**config.mk**
```make
export PLATFORM = sky130hd
export DESIGN_NAME = crr_sine
export DESIGN_NICKNAME = d
export VERILOG_FILES = /design/src/rtl/crr_pkg.sv /design/src/rtl/crr_sine.sv
export SDC_FILE = /design/constraint.sdc
export NUM_CORES = 2
export LEC_CHECK = 0
export ABC_AREA = 1
export BUFFER_PORTS_ARGS = -buffer_cell sky130_fd_sc_hd__buf_4
export CAP_MARGIN = 20
export CORE_ASPECT_RATIO = 1.1
export CORE_MARGIN = 5
export CORE_UTILIZATION = 60
export DETAILED_ROUTE_END_ITERATION = 10
export PLACE_DENSITY = 0.73
export SKIP_CTS_REPAIR_TIMING = 1
export SLEW_MARGIN = 0
export SYNTH_ARGS = -nofsm -noshare
export SYNTH_HDL_FRONTEND = slang
export SYNTH_SLANG_ARGS = --single-unit
export TNS_END_PERCENT = 30
```
**constraint.sdc**
```tcl
create_clock -name clk -period 19.65 [get_ports clk]
set_clock_uncertainty 0.05 [all_clocks]
set_input_delay 1.965 -clock clk [delete_from_list [all_inputs] [get_ports clk]]
set_output_delay 1.965 -clock clk [all_outputs]
set_load 0.05 [all_outputs]
```
**src/rtl/crr_pkg.sv**
```systemverilog
// Shared constants for the camera ray rotation block: trig formats, sine polynomial, register map.
package crr_pkg;

	// Sine and cosine are signed Q1.14 values in [-16384, 16384].
	localparam int TRIG_W   = 16;
	// Binary angles are brought to a 16-bit phase before the sine lookup.
	localparam int PHASE_W  = 16;
	// Quarter turn at the 16-bit phase, also 1.0 in Q14.
	localparam int QTR      = 16384;
	// Half of one Q14 unit, used for round-to-nearest.
	localparam int RND_HALF = 8192;

	// Coefficients of the quarter-wave sine polynomial.
	localparam int SIN_C2   = 2320;
	localparam int SIN_C1   = 21024;
	localparam int SIN_C0   = 51472;

	// Pipeline depth of the sine unit; new angles settle once they have passed through all its stages.
	localparam int TRIG_LAT = 5;
	localparam int SETTLE_W = $clog2(TRIG_LAT + 1);

	// Configuration port.
	localparam int APB_AW   = 3;
	localparam int APB_DW   = 32;
	localparam logic REG_PITCH = 1'b0;
	localparam logic REG_YAW   = 1'b1;

endpackage

```
**src/rtl/crr_sine.sv**
```systemverilog
// Five-stage pipelined Q1.14 sine of a 16-bit phase.
module crr_sine import crr_pkg::*; (
	input  logic                     clk,
	input  logic [PHASE_W-1:0]       phase,
	output logic signed [TRIG_W-1:0] sine
);

	logic [1:0]  q_s1, q_s2, q_s3, q_s4;
	logic [14:0] t_s1, t_s2, t_s3;
	logic [28:0] tt_s1;
	logic [14:0] t2_s2;
	logic [26:0] p2_s2;
	logic [29:0] p3_s3;
	logic [30:0] p4_s4;
	logic signed [TRIG_W-1:0] sine_s5;

	logic [13:0] frac;
	logic [14:0] t_c;
	logic [29:0] tt_rnd;
	logic [14:0] t2_c;
	logic [26:0] p2_rnd;
	logic [14:0] inner_c;
	logic [29:0] p3_rnd;
	logic [15:0] mid_c;
	logic [30:0] p4_rnd;
	logic [15:0] s_mag;

	always_comb begin
		frac    = phase[13:0];
		// Odd quadrants run the quarter wave backwards.
		t_c     = phase[14] ? (15'(QTR) - {1'b0, frac}) : {1'b0, frac};
		tt_rnd  = {1'b0, tt_s1} + 30'(RND_HALF);
		t2_c    = tt_rnd[28:14];
		p2_rnd  = p2_s2 + 27'(RND_HALF);
		inner_c = 15'(SIN_C1) - {3'b000, p2_rnd[25:14]};
		p3_rnd  = p3_s3 + 30'(RND_HALF);
		mid_c   = 16'(SIN_C0) - {1'b0, p3_rnd[28:14]};
		p4_rnd  = p4_s4 + 31'(QTR);
		s_mag   = p4_rnd[30:15];
	end

	always_ff @(posedge clk) begin
		q_s1    <= phase[15:14];
		t_s1    <= t_c;
		tt_s1   <= 29'(t_c) * 29'(t_c);

		q_s2    <= q_s1;
		t_s2    <= t_s1;
		t2_s2   <= t2_c;
		p2_s2   <= 27'(t2_c) * 27'(SIN_C2);

		q_s3    <= q_s2;
		t_s3    <= t_s2;
		p3_s3   <= 30'(t2_s2) * 30'(inner_c);

		q_s4    <= q_s3;
		p4_s4   <= 31'(t_s3) * 31'(mid_c);

		// The lower half turn is positive, the upper half negative.
		sine_s5 <= q_s4[1] ? -$signed(s_mag) : $signed(s_mag);
	end

	assign sine = sine_s5;

endmodule

```
After elaboration in Yosys (flattened, before gate mapping)
Index checks and enable logic that the tools add are counted.
{"block": "totals", "word_cells": 27, "ff_bits": 195, "in_bits": 17}
{"block": "classes", "addsub": 8, "mul": 4, "mux": 2}
{"cell": "adder 29 x 14 -> 29 bit, second input constant", "count": 2}
{"cell": "multiplier 15 x 15 -> 29 bit", "count": 2}
{"cell": "adder 31 x 15 -> 31 bit, second input constant", "count": 1}
{"cell": "multiplier 15 x 16 -> 31 bit", "count": 1}
{"cell": "adder 26 x 14 -> 26 bit, second input constant", "count": 1}
{"cell": "multiplier 15 x 8 -> 22 bit, second input constant", "count": 1}
{"cell": "2-to-1 mux 16 bit", "count": 1}
{"cell": "negation 16 bit", "count": 1}
{"cell": "subtractor 16 x 15 -> 16 bit, first input constant", "count": 1}
{"cell": "2-to-1 mux 15 bit", "count": 1}
{"cell": "subtractor 15 x 12 -> 15 bit, first input constant", "count": 1}
{"cell": "subtractor 15 x 14 -> 15 bit, first input constant", "count": 1}

Logic depth before layout (Yosys ltp)
{"block": "logic_depth", "depth_word": 3, "depth_mapped": 38, "mapped_depth_nobuf": 38}

Worst setup path before layout
Ideal clock, no wire load.
{"block": "synth_timing", "path_type": "input to register", "startpoint": "in phase[0]", "endpoint": "reg tt_s1[28]", "t_arrival_ns": 7.804, "setup_ns": 0.112, "t_required_ns": 19.488, "path_slack_ns": 11.684, "path_stages": 31, "n_path_buf": 1, "cell_sequence": "buf_6 > inv_2 > ha_1 > inv_1 > nor3_1 > nand3_1 > inv_1 > nand3_1 > nor2_1 > o21ai_0 > nand2_2 > inv_1 > nor2_1 > fa_1 > fa_1 > fa_1 > inv_1 > fa_1 > inv_1 > fa_1 > fa_1 > ha_1 > nand2_1 > nor2_1 > inv_1 > nor4_1 > nand2_1 > nand4_1 > inv_1 > nand2_1 > nand2_1"}
{"block": "synth_between", "elab_chain_cells": 3}
{"item": "from (decl)", "line": "crr_sine.sv:4", "text": "input logic [PHASE_W-1:0] phase,"}
{"item": "subtractor 15 x 14 -> 15 bit", "line": "crr_sine.sv:31", "text": "t_c = phase[14] ? (15'(QTR) - {1'b0, frac}) : {1'b0, frac};"}
{"item": "2-to-1 mux 15 bit", "line": "crr_sine.sv:31"}
{"item": "net t_c[12]", "line": "crr_sine.sv:18", "text": "logic [14:0] t_c;"}
{"item": "multiplier 15 x 15 -> 29 bit", "line": "crr_sine.sv:45", "text": "tt_s1 <= 29'(t_c) * 29'(t_c);"}
{"item": "to (signal assigned)", "line": "crr_sine.sv:45"}
{"item": "to (decl)", "line": "crr_sine.sv:10", "text": "logic [28:0] tt_s1;"}
The timed path passes the listed nets, and every way through them passes these cells.

Worst setup path in the final report
Same ends and word-level chain as after synthesis.

==> results.ini <==
[outcome]
outcome = finished, final reports clean

[setup_path]
path_delay_family = adder cells
path_max_fanout = 10
critPathCaptureType = register
worst-path-buf-inv = 10
crit_arrival_ns = 8.71
cpPeakStageDelay_ns = 0.53
worstReg2RegStart = p3_s3[14]
critPathRequiredTime_ns = 19.97
critPathLaunch = phase[0]
cpMostUsedCell = inv_1
startpoint_type = input port
slowest_stage = fa_1
crit_type = input port to register

[route]
drc = 0
routedWlPerCell_microns = 15.8
first_iter_violations = 1452
via_per_inst = 5.33
ant_nets = 0
drt_first_pass_iters = 6
routed-via-count = 22700
wl_microns = 67400

[logic_synthesis]
synthArstFlopShare_pct = 0
synth.avg_cell_area_sq_um = 7.76
synth-main-ff-cell = dfxtp_1
ys_seq_elements = 142
synth-edff-count = 0
yosys.cell_types.count = 52
ys_warn_count = 0
syn_area_sq_mm = 0.0282
syn_inst = 3638
ys_seq_area_share_pct = 10.1

[sta]
hold_viol = 0
tns_ns = 0
finalSetupViolCount = 0
worst_pin_slew_ns = 0.920
clock.fmax_ghz = 0.119
final_period_minus_worst_setup_slack_ns = 8.39
maxSlewHeadroom_pct = 38.6
fin_crit_sh_pct = 42.7
rsz0062_at_grt = false
finalMaxSlewViolations = 0

[final_layout]
final_util_pct = 63.5
final_nets = 4468
mostFrequentLayoutCells = inv_1 (868), nand2_1 (720), fa_1 (474)
final_common_cell = inv_1
drive_gt1_share_pct = 4.23
syn_to_final_growth_pct = 4.84
multi_input_area_sq_mm = 0.0219
antenna_cells = 0
n_fill_cell = 4183
area.sequential_sq_mm = 0.00284

[hold_path]
hold_path_class = register to register
hp-start = t_s2[9]

[global_route]
grt_pass1_vias = 23300
grt_pass1_wl_microns = 114000
grt.overflow.total = 0
grt_start_max_net_pins = 25
antenna_found_initial = 0
grt_usage_pct = 27.1

[die]
io-pin-count = 33
start_util_pct = 60.6
core_area_sq_mm = 0.0466
die_h_microns = 238
fp-row-count = 83
die_w_microns = 217
die-area_sq_mm = 0.0515

[clock_tree]
clockRootBuffer = clkbuf_16
clk_latency_ns = 0.47
clk_pin_slew_worst_paths_ns = 0.07
cts_max_level = 4
cts_tree = built
cts_buffers = 17
cts_sinks = 142
cts_buffer_depth = 2

[place]
numPortBuffers = 32
gp_congestion = 0.951
hpwl_microns = 57400

[job]
drv_cap = 0

==> metrics by stage <==
stage | instances | setup slack, ns | hold slack [ns] | instance area, sq um
after floorplan | 3646 | 11.68 | 0.260 | 28300
after global placement | 4223 | 11.06 | 0.260 | 29000
after detailed placement | 4223 | 10.94 | 0.262 | 29000
after CTS | 4255 | 11.42 | 0.277 | 29600
after global routing | 4255 | 10.72 | 0.280 | 29600
final | 4255 | 11.26 | 0.277 | 29600
==> cells in the mapped netlist, types with 3 or more instances <==
master / n / area [sq um]
o21a_1: 7 / 52.6
ha_1: 330 / 4130
o21ai_0: 72 / 360
nand2_4: 7 / 78.8
nor4_1: 7 / 43.8
nand3_2: 5 / 50.1
nand3b_1: 9 / 67.6
buf_1: 4 / 15.0
dfxtp_1: 142 / 2840
a21oi_1: 110 / 551
o21bai_1: 16 / 120
nor2_2: 18 / 113
xor2_1: 57 / 499
clkinv_1: 7 / 26.3
a21boi_0: 3 / 22.5
a31oi_1: 14 / 87.6
inv_2: 11 / 41.3
nand2_2: 22 / 138
a211oi_1: 3 / 22.5
or2_2: 10 / 62.6
inv_1: 868 / 3260
fa_1: 474 / 9490
nand4_1: 39 / 244
buf_2: 8 / 40.0
nand2_1: 720 / 2700
xnor2_1: 31 / 272
nor2_1: 370 / 1390
nand3_1: 151 / 756
nor2_4: 4 / 45.0
nor3_1: 40 / 200
o21ai_1: 5 / 25.0
o221ai_1: 3 / 26.3
clkbuf_1: 34 / 128
a21o_1: 13 / 97.6
==> logic make-up after synthesis <==
kind of cell | Yosys count | share of synthesized area [%]
buffers and inverters | 939 | 12.6
other | 2 | 0.0266
and+or+nand+nor | 1410 | 21.1
DFF | 142 | 10.1
adders and majority gates | 804 | 48.2
xor gates and xnor gates | 91 | 2.94
AOI/OAI and AO/OA | 250 | 4.99
==> sequential cells by signal (all words and copies together) (netlist names) <==
name   cells
q_s2       1
q_s3       1
t_s3      15
tt_s1     17
p4_s4     17
p2_s2     13
t_s2      15
q_s4       1
t2_s2     15
sine      16
p3_s3     16
t_s1      14
q_s1       1
==> layer usage <==
metal | track usage, % | vias up | part of all wire [%]
met4 | 9.12 | 0 | 3.2
li1 | - | 11000 | -
met2 | 46.3 | 732 | 49
met5 | 0 | - | 0
met1 | 35.8 | 10900 | 42
met3 | 3.58 | 151 | 6.2
==> final timing paths <==
kind / to / slack [ns] / cells past startpoint
setup reg to reg: p4_s4[25] / 11.96 / 33
hold / removal: t_s3[9] / 0.28 / 0
setup / recovery: tt_s1[28] / 11.26 / 33
hold reg to reg: t_s3[9] / 0.28 / 0
==> final cells by class <==
type / count / share of cell area [%]
Clock buffer: 19 / 1.53
Clock inverter: 13 / 0.393
Inverter: 888 / 11.3
Multi-Input combinational cell: 2565 / 73.8
Sequential cell: 142 / 9.60
Tap cell: 595 / 2.51
Timing Repair Buffer: 33 / 0.837
Power is not shown: default switching activity piles up to over one toggle a cycle in this logic, so the estimate is an artifact.
