**config.mk**
```make
export PLATFORM = sky130hd
export DESIGN_NAME = crr_rot_cell
export DESIGN_NICKNAME = d
export VERILOG_FILES = /design/src/rtl/crr_pkg.sv /design/src/rtl/crr_rot_cell.sv
export SDC_FILE = /design/constraint.sdc
export NUM_CORES = 2
export LEC_CHECK = 0
export BUFFER_PORTS_ARGS = -buffer_cell sky130_fd_sc_hd__clkbuf_2
export CAP_MARGIN = 10
export CORE_MARGIN = 3
export CORE_UTILIZATION = 55
export CTS_CLUSTER_SIZE = 20
export DETAILED_ROUTE_END_ITERATION = 8
export PLACE_DENSITY = 0.74
export SLEW_MARGIN = 20
export SYNTH_ARGS = -nofsm -noshare
export SYNTH_HDL_FRONTEND = slang
export SYNTH_SLANG_ARGS = --single-unit
```
**constraint.sdc**
```tcl
create_clock -name clk -period 5.8 [get_ports clk]
set_clock_uncertainty 0.05 [all_clocks]
set_input_delay 0 -clock clk [delete_from_list [all_inputs] [get_ports clk]]
set_output_delay 0 -clock clk [all_outputs]
set_load 0.1 [all_outputs]
```
**src/rtl/crr_pkg.sv**
```systemverilog
// Shared constants for the camera ray rotation block: trig formats, sine polynomial, register map.
package crr_pkg;

	// Sine and cosine are signed Q1.14 values in [-16384, 16384].
	localparam int TRIG_W   = 16;
	// Binary angles are brought to a 16-bit phase before the sine lookup.
	localparam int PHASE_W  = 16;
	// Quarter turn at the 16-bit phase, also 1.0 in Q14.
	localparam int QTR      = 16384;
	// Half of one Q14 unit, used for round-to-nearest.
	localparam int RND_HALF = 8192;

	// Coefficients of the quarter-wave sine polynomial.
	localparam int SIN_C2   = 2320;
	localparam int SIN_C1   = 21024;
	localparam int SIN_C0   = 51472;

	// Pipeline depth of the sine unit; new angles settle once they have passed through all its stages.
	localparam int TRIG_LAT = 5;
	localparam int SETTLE_W = $clog2(TRIG_LAT + 1);

	// Configuration port.
	localparam int APB_AW   = 3;
	localparam int APB_DW   = 32;
	localparam logic REG_PITCH = 1'b0;
	localparam logic REG_YAW   = 1'b1;

endpackage

```
**src/rtl/crr_rot_cell.sv**
```systemverilog
// One plane-rotation cell: u = a*c + b*s, v = b*c - a*s, rounded to the input format.
module crr_rot_cell import crr_pkg::*; #(
	parameter int IW = 16,
	parameter int PW = 16
) (
	input  logic                     clk,
	input  logic                     arst_n,
	input  logic                     in_vld,
	output logic                     in_rdy,
	input  logic signed [IW-1:0]     a,
	input  logic signed [IW-1:0]     b,
	input  logic [PW-1:0]            pass_in,
	input  logic signed [TRIG_W-1:0] cos_v,
	input  logic signed [TRIG_W-1:0] sin_v,
	output logic                     out_vld,
	input  logic                     out_rdy,
	output logic signed [IW+1:0]     u,
	output logic signed [IW+1:0]     v,
	output logic [PW-1:0]            pass_out
);

	localparam int PRW = IW + TRIG_W;
	localparam int SW  = PRW + 1;

	logic                  vld_s1, vld_s2;
	logic                  adv1, adv2;
	logic signed [PRW-1:0] p_ac_s1, p_bs_s1, p_as_s1, p_bc_s1;
	logic [PW-1:0]         pass_s1, pass_s2;
	logic signed [IW+1:0]  u_s2, v_s2;
	logic signed [SW-1:0]  sum_u, sum_v;

	// A stage moves when it is empty or its successor takes its beat.
	assign adv2   = !vld_s2 || out_rdy;
	assign adv1   = !vld_s1 || adv2;
	assign in_rdy = adv1;

	always_comb begin
		sum_u = SW'(p_ac_s1) + SW'(p_bs_s1) + SW'(RND_HALF);
		sum_v = SW'(p_bc_s1) - SW'(p_as_s1) + SW'(RND_HALF);
	end

	always_ff @(posedge clk or negedge arst_n) begin
		if (!arst_n) begin
			vld_s1 <= 1'b0;
			vld_s2 <= 1'b0;
		end else begin
			if (adv1) vld_s1 <= in_vld;
			if (adv2) vld_s2 <= vld_s1;
		end
	end

	always_ff @(posedge clk) begin
		if (adv1 && in_vld) begin
			p_ac_s1 <= a * cos_v;
			p_bs_s1 <= b * sin_v;
			p_as_s1 <= a * sin_v;
			p_bc_s1 <= b * cos_v;
			pass_s1 <= pass_in;
		end
		if (adv2 && vld_s1) begin
			u_s2    <= sum_u[IW+15:14];
			v_s2    <= sum_v[IW+15:14];
			pass_s2 <= pass_s1;
		end
	end

	assign out_vld  = vld_s2;
	assign u        = u_s2;
	assign v        = v_s2;
	assign pass_out = pass_s2;

endmodule

```
* Yosys cells after proc, flatten, opt, wreduce, memory -nomap -nowiden
Index checks and enable logic that the tools add are counted.
Widths: inputs -> output; s select.
** Word-level totals
- Register bits :: 198
- Bits in latches :: 0
- RAM bits :: 0
- Bits in read-only memories :: 0
- Input port bits :: 84
- Memories kept :: 0
** Operators by class
- Add/subtract/negate cells :: 4
- $mul :: 4
- Divide/modulo/power cells :: 0
- Order comparisons :: 0
- Equality and inequality tests :: 0
- Shifts and indexed selects :: 0
- Multiplexer cells :: 0
- Bitwise operators :: 0
- Reductions and logical operators :: 6
** Operators by type and width (number)
- $mul 16x16->32 :: 4
- $add 32x15->32 const B :: 2
- $add 32x32->32 :: 1
- $sub 32x32->32 :: 1
- $logic_and 1x1->1 :: 2
- $logic_not 1->1 :: 2
- $logic_or 1x1->1 :: 2

* Longest topological paths before layout
- Depth after elaboration :: 4
- Gate-level depth with buffers :: 23

* Least setup slack after synthesis
OpenSTA, ideal clock, no wires.
- Path type :: input-to-reg
- From :: input a[15]
- To :: register p_ac_s1[31] (data pin)
- Library setup time :: 260 ps
- Arrival :: 5768 ps
- Data required time :: 5490 ps
- Setup slack :: -278 ps
- Stages :: 21
- Buffers on the path :: 2
- Path through :: clkbuf_1 > nand2_1 > inv_1 > fa_1 > fa_1 > fa_1 > fa_1 > fa_1 > inv_1 > fa_1 > inv_1 > ha_1 > clkbuf_1 > o21ai_0 > inv_1 > a2111oi_0 > o31ai_1 > a2111oi_0 > o21bai_1 > a21oi_1 > xnor2_1
** Between the ends
- Cells in the longest elaborated chain, start to end :: 1
** RTL lines
- from (decl) :: RTL line crr_rot_cell.sv:10 : input logic signed [IW-1:0] a,
- $mul 16x16->32 :: RTL line crr_rot_cell.sv:54 : p_ac_s1 <= a * cos_v;
- to (signal assigned) :: RTL line crr_rot_cell.sv:54
- to (decl) :: RTL line crr_rot_cell.sv:27 : logic signed [PRW-1:0] p_ac_s1, p_bs_s1, p_as_s1, p_bc_s1;
No other way between the ends.
A chain may end at the register's enable or synchronous reset.

* Final worst setup path
- From :: input cos_v[4]
- To :: register p_ac_s1[30] (data pin)
** Between the ends
- Cells in the longest elaborated chain, start to end :: 1
** RTL lines
- from (decl) :: RTL line crr_rot_cell.sv:13 : input logic signed [TRIG_W-1:0] cos_v,
- $mul 16x16->32 :: RTL line crr_rot_cell.sv:54
No other way between the ends.

==> flow_summary.toml <==
[run_status]
outcome = "completed"

[clock_network]
numClockSinks = 198
clockBufferDepth = 2
clockRootBuffer = "clkbuf_16"
cts_tree = "built"
numCtsBuffers = 17
h-tree-depth = 4
clk_latency_ns = 0.50
clkTransAtPathRegs_ns = 0.09

[worst_setup_path]
cp_max_fo = 27
max_stage_delay_ns = 0.53
crit_top_cell = "fa_1"
cp-start-kind = "input port"
cp_cell_sequence = "clkbuf_2 > buf_12 > and2_1 > fa_1 > inv_1 > fa_1 > fa_1 > inv_1 > fa_1 > fa_1 > inv_1 > fa_1 > inv_1 > ha_1 > a21o_1 > a221oi_1 > o22ai_1 > a41o_1 > o21a_1 > a2111oi_4 > nor3_1 > nand4b_1"
worstSetupPathType = "in -> reg"
critPathBufInv = 6
end_kind = "flip-flop"
slowest_stage = "fa_1"
cp_top_family = "adder cells"
required_ns = 6.00
arrival_ns = 5.84

[synth]
mappedNetlistArea_um2 = 48650
synth.net_count = 6586
yosys_warnings = 0
synth-seq-cells = 198
synthCells = 5008
synth_cell_types = 82
ys.flop_type = "edfxtp_1"
ys_seq_area_frac = 0.1220
async_flop_share = 0.01010
synth-edff-count = 196
syn_area_per_cell_um2 = 9.714

[grt]
grt_pass1_wl_um = 190900
grt.overflow.total = 0
grt_usage = 0.2642
antenna_found_initial = 7
grt_pass1_vias = 37820
grt_max_degree = 145

[cells_and_area]
drive_above_1_share = 0.1407
syn_to_final_growth_pct = 14.76
fin_util = 0.6395
fill_cells = 7147
final-seq-area_um2 = 5936
layout.nets = 7117
multiInputGateArea_um2 = 37540

[floorplan]
io_pins = 138
start_util = 0.5573
num_rows = 108
core_area_um2 = 87290
die_area_um2 = 92060
die_y_um = 303.4
die_w_um = 303.4

[routing]
drt_wl_total_um = 114800
vias = 35470
drt_iter0_drc = 2272
avgRoutedWirePerCell_um = 17.10
via_per_inst = 5.286
antenna_left = 0
drc = 0
dr.pass1.iters = 5

[sta]
slew_violations = 0
rsz0062_at_grt = "true"
relSlewSlack = 0.3973
finalHoldViolCount = 0
max_freq_ghz = 0.1773
post-route-min-period_ns = 5.641
tightest_slew_ns = 0.9041
setup_viol = 0
period_share = 0.9726

[place]
dp.final_hpwl_um = 98030
gp_congestion = 0.8944
port_buffers = 137

[hold_path]
min_path_type = "in -> reg"

[run]
max_cap_violations = 0
-- cell families after synthesis --
group	after synthesis	synth area share
compound gates	402	0.05434
xor+xnor	168	0.03025
fa+ha+maj	1494	0.5460
buf+inv	1408	0.1090
flops	198	0.1220
mux	4	0.0008230
simple gates	1334	0.1376
-- metrics by stage --
step | cell area [um2] | hold slack, ns | setup slack (ns) | std cells | setup TNS [ns]
final | 55830 | 0.1347 | 0.1590 | 6710 | 0
after global routing | 55820 | 0.1163 | -0.04689 | 6708 | -0.07963
after CTS | 55660 | 0.1040 | 0.07411 | 6705 | 0
after detailed placement | 54820 | -0.2575 | -0.4725 | 6651 | -11.30
after global placement | 54820 | -0.2618 | -0.3984 | 6651 | -8.454
after floorplan | 48670 | -0.3456 | 0.0001723 | 5008 | 0
-- cells in the final DEF (no fill, tap or decap), types with 16 or more instances in the layout --
cell type,Yosys,routed
nor3_1,38,38
ha_1,446,446
nor2_1,125,125
edfxtp_1,196,196
o21bai_1,21,21
o21ai_0,78,74
buf_12,0,51
dlygate4sd3_1,0,22
nand2_1,519,518
xor2_1,43,43
and2_1,501,499
nand3_1,34,34
a21o_1,36,36
a31oi_1,16,16
o21a_1,17,17
and3_1,16,16
a21oi_1,120,117
clkbuf_2,1,124
fa_1,1048,1042
clkbuf_16,0,17
nand2b_1,37,37
xnor2_1,125,123
inv_1,1204,1204
buf_4,0,505
-- worst register-to-register path, delay by kind of cell, from the launching register on --
family / cells / cell delay (ns)
DFF: 1 / 0.42
AOI/OAI and AO/OA: 6 / 1.80
and+or+nand+nor: 2 / 0.58
adders and majority gates: 2 / 0.65
-- state kept, by name, summed over array words and instances, names as in the netlist --
signal,cells
p_ac_s1,32
p_as_s1,32
p_bc_s1,32
p_bs_s1,32
u,18
v,18
pass_out,16
pass_s1,16
out_vld,1
vld_s1,1
-- metal layers --
| metal | GRT usage | share of wire | vias up | wire (um) |
|---|---|---|---|---|
| li1 | - | - | 16150 | - |
| met5 | 0 | 0.00038 | - | 44 |
| met2 | 0.4360 | 0.48 | 1039 | 55170 |
| met4 | 0.08352 | 0.033 | 8 | 3774 |
| met1 | 0.3620 | 0.42 | 18080 | 48110 |
| met3 | 0.04102 | 0.067 | 188 | 7671 |
-- final timing paths --
path | startpoint | to | slack [ns] | cells past startpoint
min in group asynchronous | arst_n | vld_s1 | 0.32 | 3
max in group asynchronous | arst_n | out_vld | 5.25 | 3
max | cos_v[4] | p_ac_s1[30] | 0.16 | 22
max reg2reg | p_bc_s1[8] | v[9] | 2.08 | 10
min reg2reg | pass_s1[6] | pass_out[6] | 0.37 | 0
min | sin_v[1] | p_as_s1[1] | 0.13 | 4
-- cells in the mapped netlist (all sizes together), types with 4 or more instances --
master	count	share of area
and3	17	0.0022
o21bai	21	0.0032
xnor2	125	0.023
a31oi	16	0.0021
or3	10	0.0013
nor2	125	0.0096
fa	1048	0.43
o211ai	14	0.0022
nor4	8	0.0010
and2	503	0.065
inv	1204	0.093
a221oi	4	0.00085
buf	5	0.00072
o31ai	8	0.0013
nand3	34	0.0035
nand2	519	0.040
o21ai	81	0.0084
clkbuf	199	0.015
a2111oi	8	0.0016
mux2i	4	0.00082
xor2	43	0.0077
ha	446	0.11
a21oi	123	0.013
nor2b	11	0.0014
a211o	7	0.0013
or2	8	0.0010
a211oi	17	0.0026
nand4	8	0.0010
a21o	36	0.0056
o21a	17	0.0026
nor3	39	0.0041
o2111ai	6	0.0012
edfxtp	196	0.12
nand2b	37	0.0048
a41o	5	0.0010
a31o	7	0.0013
-- layout make-up --
cell class,instances,area share
tap,1155,0.02589
antenna,3,0.0001345
clock inverter,13,0.003362
sequential,198,0.1063
multi-input combinational,3402,0.6724
timing repair buffer,716,0.1032
clock buffer,19,0.007754
inverter,1204,0.08095
-- repair_timing --
action | CTS | global route
setup endpoints to repair | 0 | 27
resized for setup | 0 | 51
endpoints found under the hold margin | 22 | 0
buffers inserted | 0 | 2
hold buffers | 22 | 0
Power is left out: the tool's default activity adds up to more than one toggle a clock period on the data nets, which glitch-free logic cannot reach.
